### src/rtl/dragonfly_minimal_route_hops_assert.svh
// Assertion macros used by the route block's back end (dfmr_back).
`ifndef DRAGONFLY_MINIMAL_ROUTE_HOPS_ASSERT_SVH
`define DRAGONFLY_MINIMAL_ROUTE_HOPS_ASSERT_SVH

// Same-cycle implication, checked outside reset.
`define DFMR_ASSERT_IMP(lbl, clk, rstn, ante, cons) \
    lbl: assert property (@(posedge clk) disable iff (!(rstn)) (ante) |-> (cons)) \
        else $error("dfmr assertion failed");

// Next-cycle implication, checked outside reset.
`define DFMR_ASSERT_NXT(lbl, clk, rstn, ante, cons) \
    lbl: assert property (@(posedge clk) disable iff (!(rstn)) (ante) |=> (cons)) \
        else $error("dfmr assertion failed");

`endif

### src/rtl/dfmr_pkg.sv
// Shared types and constants of the dragonfly minimal route block.
`default_nettype none
package dfmr_pkg;

    localparam int QUEUE_DEPTH = 4;

    localparam logic [2:0] KIND_LOOP  = 3'd0;
    localparam logic [2:0] KIND_UP    = 3'd1;
    localparam logic [2:0] KIND_LIMIT = 3'd2;
    localparam logic [2:0] KIND_GREEN = 3'd3;
    localparam logic [2:0] KIND_BLACK = 3'd4;
    localparam logic [2:0] KIND_BLUE  = 3'd5;
    localparam logic [2:0] KIND_DOWN  = 3'd6;
    localparam logic [2:0] KIND_ERROR = 3'd7;

    localparam logic [2:0] CFG_GROUP_COUNT       = 3'd0;
    localparam logic [2:0] CFG_CHASSIS_PER_GROUP = 3'd1;
    localparam logic [2:0] CFG_BLADES_PER_CHASSIS = 3'd2;
    localparam logic [2:0] CFG_NODES_PER_BLADE   = 3'd3;
    localparam logic [2:0] CFG_LOOPBACK_ENABLE   = 3'd4;
    localparam logic [2:0] CFG_LIMITER_ENABLE    = 3'd5;

    typedef struct packed {
        logic [6:0] group_count;
        logic [4:0] chassis_per_group;
        logic [6:0] blades_per_chassis;
        logic [4:0] nodes_per_blade;
        logic       loopback_enable;
        logic       limiter_enable;
    } cfg_t;

    // One decoded request as handed from the front to the back.
    typedef struct packed {
        logic        err;
        logic        loop;
        logic        inter;
        logic        diff;
        logic [3:0]  sn;
        logic [3:0]  tn;
        logic [5:0]  sb;
        logic [5:0]  tb;
        logic [3:0]  sc;
        logic [3:0]  tc;
        logic [5:0]  sg;
        logic [5:0]  tg;
        logic [15:0] src_router;
        logic [15:0] dst_router;
        logic [15:0] base_s;
        logic [15:0] base_t;
        logic [15:0] src;
        logic [15:0] dst;
    } rec_t;

endpackage
`default_nettype wire

### src/rtl/dfmr_queue.sv
// Small register queue of decoded requests between front and back.
`default_nettype none
module dfmr_queue #(
    parameter int DEPTH = dfmr_pkg::QUEUE_DEPTH
) (
    input  logic           aclk,
    input  logic           aresetn,
    input  logic           push,
    input  dfmr_pkg::rec_t push_data,
    output logic           full,
    input  logic           pop,
    output logic           q_valid,
    output dfmr_pkg::rec_t head
);
    import dfmr_pkg::*;

    localparam int AW = (DEPTH > 1) ? $clog2(DEPTH) : 1;
    localparam int CW = $clog2(DEPTH + 1);

    rec_t          mem_reg [DEPTH];
    logic [AW-1:0] wr_ptr_reg, rd_ptr_reg;
    logic [CW-1:0] count_reg;

    assign full    = (count_reg == CW'(DEPTH));
    assign q_valid = (count_reg != '0);
    assign head    = mem_reg[rd_ptr_reg];

    always_ff @(posedge aclk) begin
        if (!aresetn) begin
            wr_ptr_reg <= '0;
            rd_ptr_reg <= '0;
            count_reg  <= '0;
        end else begin
            if (push) begin
                wr_ptr_reg <= (wr_ptr_reg == AW'(DEPTH - 1)) ? '0 : wr_ptr_reg + 1'b1;
            end
            if (pop) begin
                rd_ptr_reg <= (rd_ptr_reg == AW'(DEPTH - 1)) ? '0 : rd_ptr_reg + 1'b1;
            end
            if (push && !pop) begin
                count_reg <= count_reg + 1'b1;
            end else if (pop && !push) begin
                count_reg <= count_reg - 1'b1;
            end
        end
    end

    always_ff @(posedge aclk) begin
        if (push) begin
            mem_reg[wr_ptr_reg] <= push_data;
        end
    end

endmodule
`default_nettype wire

### config.mk
export PLATFORM = sky130hd
export DESIGN_NAME = dfmr_queue
export DESIGN_NICKNAME = d
export VERILOG_FILES = /design/src/rtl/dragonfly_minimal_route_hops_assert.svh /design/src/rtl/dfmr_pkg.sv /design/src/rtl/dfmr_queue.sv
export SDC_FILE = /design/constraint.sdc
export NUM_CORES = 1
export LEC_CHECK = 0
export BUFFER_PORTS_ARGS = -buffer_cell sky130_fd_sc_hd__clkbuf_2
export CORE_ASPECT_RATIO = 1.75
export CORE_MARGIN = 1
export CORE_UTILIZATION = 57
export CTS_CLUSTER_DIAMETER = 80
export CTS_CLUSTER_SIZE = 24
export DETAILED_ROUTE_END_ITERATION = 10
export PLACE_DENSITY = 0.77
export SLEW_MARGIN = 20
export SYNTH_ARGS = -nofsm -noshare
export SYNTH_HDL_FRONTEND = slang
export SYNTH_SLANG_ARGS = --single-unit
### constraint.sdc
create_clock -name aclk -period 4.9 [get_ports aclk]
set_input_delay 0.245 -clock aclk [delete_from_list [all_inputs] [get_ports aclk]]
set_output_delay 0.245 -clock aclk [all_outputs]
set_load 0.01 [all_outputs]
; Word level (Yosys, flattened, before mapping)
; Memory sizes are Yosys's and may differ from the RTL's. A register that Yosys moved wholly into a read port is not among the register bits.
; Index checks and enable logic that the tools add are counted.
[op_classes]
shift = 0
add_sub_neg = 4
n_reduce_logical = 6
n_mux = 8
n_bitwise = 0
mul = 0
n_div = 0
magnitude_cmp = 0
n_eq_ne = 3
[op_table]
columns = op, count
row1 = 2-bit 2-to-1 mux, 4
row2 = 3-bit 2-to-1 mux, 2
row3 = 2-bit by 1-bit adder with 2-bit output (second input constant), 2
row4 = 2-bit equality test (second input constant), 2
row5 = 3-bit by 1-bit adder with 3-bit output (second input constant), 1
row6 = 3-bit equality test (second input constant), 1
row7 = 3-bit nonzero test, 1
row8 = 3-bit by 1-bit subtractor with 3-bit output (second input constant), 1
row9 = 1-bit logical AND, 2
row10 = 1-bit zero test, 2
row11 = 1-bit 2-to-1 mux, 2
row12 = 2-bit nonzero test, 1
[totals]
reg_bits = 7
ramBits = 560
elab_cells = 25
latchBits = 0
romBits = 0
out_inout_bits = 142
memories = 1
[mem_list]
columns = name, words, width, read_ports, rd_ports_with_merged_regs, wr, line_no
row1 = mem_reg, 4, 140, 1, 1, 1, dfmr_queue.sv:20  ; rec_t mem_reg [DEPTH];

; Logic depth before layout (Yosys ltp)
[depth]
word_depth = 4
ltp_mapped = 7
depth_no_buf = 7

; Worst setup path before layout
; Ideal clock, no wire load.
[synth_path]
path_kind = register to register
from = register wr_ptr_reg[0]
to = memory mem_reg[0][0] in the netlist's numbering, enable pin
n_path_buf = 0
t_arrival_ns = 3.748
synth_period_minus_slack_ns = 4.264
path_slack_ns = 0.636
setup_ns = 0.516
required_ns = 4.384
stages_incl_launch_ff = 4
path_cell_list = dfxtp_1 inv_1 ha_1 and2_1
[synth_lines]
columns = item, line_no
row1 = start: declaration, dfmr_queue.sv:21  ; logic [AW-1:0] wr_ptr_reg, rd_ptr_reg;
row2 = start signal: assignment, dfmr_queue.sv:35  ; wr_ptr_reg <= (wr_ptr_reg == AW'(DEPTH - 1)) ? '0 : wr_ptr_reg + 1'b1;
row3 = end: declaration, dfmr_queue.sv:20
; No word-level cell before the write port.

==> flow_summary.ini <==
[outcome]
outcome = finished, final reports clean

[logic_synthesis]
yosys_reg_bits = 569
synth_cell_type_count = 22
syn-cell-area_um2 = 20700
synth_simple_gate_area_share = 0.00442
post_synth.cell_area_avg_um2 = 26.6
library_cell_with_the_largest_summed_area_after_synthesis = sky130_fd_sc_hd__edfxtp_1
synth_fa_ha_area_frac = 0.00460
compound_gate_portion_of_the_synthesized_area = 0.000968
ys_seq_area_frac = 0.822
cell_count_after_synthesis = 776
synth_nets = 927
netlist.area_leader.share = 0.813
yosysWarningCount = 0
post_synth_main_area_contributors = sky130_fd_sc_hd__edfxtp_1, sky130_fd_sc_hd__mux4_2, sky130_fd_sc_hd__dfxtp_1
synth-xor-area-share = 0.000847
synth_mux_area_frac = 0.154
combinational_family_with_the_most_area_after_synthesis = multiplexers

[clock_tree]
numClockSinks = 569
cts_root_buffer = sky130_fd_sc_hd__clkbuf_16
clkLatencyLatePin_ps = 570
cts_tree = done
number_of_levels_the_h_tree_was_split_into = 1
cts_buffers = 27
cts_max_path_buffers = 3
clkTransAtPathRegs_ps = 90
post_cts_resized = 0

[timing]
slew_headroom = 0.282
rsz0062_at_grt = false
worst_slew_pin_slew_ps = 1080
fin_skew_ps = 19.8
setup_violations = 0
setup_tns_ps = 0
final-max-slew-violation-count = 0
fmaxAchievable_ghz = 0.339
final_period_minus_worst_setup_slack_ps = 2950
layout_worst_path_cycle_share = 0.602
whs_ps = 62.0
timing.final.hold_violations = 0

[floorplanning]
floorplan_die_area_um2 = 37100
floorplan.die.width_um = 146
initial_core_util = 0.582
die_height_um = 254
num_rows = 91
coreArea_um2 = 35500
floorplan.io_pins = 286

[worst_setup_path]
cp.required_ps = 4660
regToRegSetupSlack_ps = 2580
timing.critical_path.slowest_stage_cell = sky130_fd_sc_hd__dfxtp_4
critPathCaptureType = primary output
cp_max_fo = 82
r2r-end = mem_reg[1][36]
crit_path_cell_trace = buf_12 > mux4_2 > clkbuf_2
crit_arrival_ps = 2710
cpPeakStageDelay_ps = 920
r2r_start = wr_ptr_reg[1]
criticalPathCategory = reg -> out
timing.reg2reg.worst_path_depth = 4
startpoint_type = flop

[global_routing]
grt.overflow.total = 0
total_global_routing_track_utilization = 0.211
antenna_found_initial = 9
grt_start_max_net_pins = 87
vias_in_the_first_global_route = 10095
grt_pass1_wl_mm = 57.8

[placement]
dp.cells = 1501
gp_congestion = 0.711
portBuffers = 285
dp.final_hpwl_mm = 22.2

[drt]
routed_wirelength_mm = 38.9
routed_wire_length_per_instance_um = 22.9
drt-vias-per-instance = 5.61
dr.pass1.iters = 5
routed-via-count = 9528
ant_nets = 0
drt_iter0_drc = 579
drcViolationCount = 0

[power_and_ir_drop]
static_leak_nw = 8.32
cellPowerDensity_nw_per_um2 = 365
ir_worst_vdd_mv = 0.446

[hold_path]
hold_class = in -> reg
hold-path-cell-count = 3
holdCritStartpoint = pop

[final_layout]
largest_register_ffs = 560
most_common_cell_after_layout_fill_and_taps_aside = sky130_fd_sc_hd__edfxtp_1
layoutNonFillerInstCount = 1698
nNetsFinal = 1357
layout-drive-gt1-share = 0.380
synthToLayoutAreaGrowth_pct = 19.9
fillCellCount = 2184
multi_input_area_um2 = 3430
final-seq-area_um2 = 17000
layout.cells.most_common_list = sky130_fd_sc_hd__edfxtp_1, sky130_fd_sc_hd__clkbuf_2, sky130_fd_sc_hd__dlygate4sd3_1

[run]
timing.max_cap.violations = 0
## cell usage after synthesis (all sizes together)
cell type	instances
edfxtp	560
mux4	140
buf	31
dfxtp	9
ha	6
and2	5
nor2b	5
inv	4
mux2i	4
or3	2
a21boi	1
clkbuf	1
fa	1
nor2	1
nor3	1
nor3b	1
o21a	1
o21ai	1
xnor2	1
xor2	1
## power by group
| part | switching (W) | internal (W) |
|---|---|---|
| sequential | 0.0000759 | 0.00557 |
| clock | 0.00138 | 0.00105 |
| combinational | 0.000493 | 0.000463 |
## worst max path at each step
stage | endpoint | slack, ps
2_1_floorplan | mem_reg[0][0] | 640
3_3_place_gp | mem_reg[3][35] | 2480
3_5_place_dp | head[16] | 2500
4_1_cts | head[16] | 1880
5_1_grt | head[134] | 1760
6_report | head[134] | 1950
## layer usage
metal | global-route usage | share of wire | up-vias
li1 | - | - | 4211
met1 | 0.255 | 0.37 | 4938
met2 | 0.378 | 0.55 | 306
met3 | 0.0330 | 0.049 | 69
met4 | 0.0863 | 0.036 | 4
met5 | 0 | 0.00059 | -
## area by class of cell
| cell class | instances | share of cell area |
|---|---|---|
| multi-input cells | 171 | 0.138 |
| diodes | 7 | 0.000707 |
| inverters | 4 | 0.000606 |
| flip-flops and latches | 569 | 0.686 |
| clock inverters | 1 | 0.000353 |
| repair buffers | 433 | 0.120 |
| clock buffers | 48 | 0.0304 |
| well taps | 465 | 0.0235 |
## metrics by stage
| step | total power (W) | worst slack [ps] | area (um^2) | utilization |
|---|---|---|---|---|
| floorplan | 0.00626 | 636 | 20700 | - |
| global placement | 0.00661 | 2480 | 22600 | 0.636 |
| detailed placement | 0.00663 | 2500 | 22600 | 0.636 |
| CTS | 0.00912 | 1880 | 24800 | 0.697 |
| global route | 0.00932 | 1760 | 24800 | 0.698 |
| finish | 0.00903 | 1950 | 24800 | 0.698 |
## worst max-delay path, delay by kind of cell (launching register included)
family | cells | cell delay, ps
flops | 1 | 920
buf+inv | 2 | 580
mux | 1 | 430
## what timing repair did
action	4_1_cts	5_1_grt
endpoints found under the hold margin	568	0
buffers inserted	0	0
hold buffers	141	0
## cells by family after synthesis
kind of cell,count (synthesis)
flip-flops,569
multiplexers,144
buffers and inverters,36
AND/OR/NAND/NOR,15
adder cells (fa/ha/maj),7
AO/OA/AOI/OAI,3
XOR/XNOR,2
No activity file was read; power rests on OpenSTA's default activity.
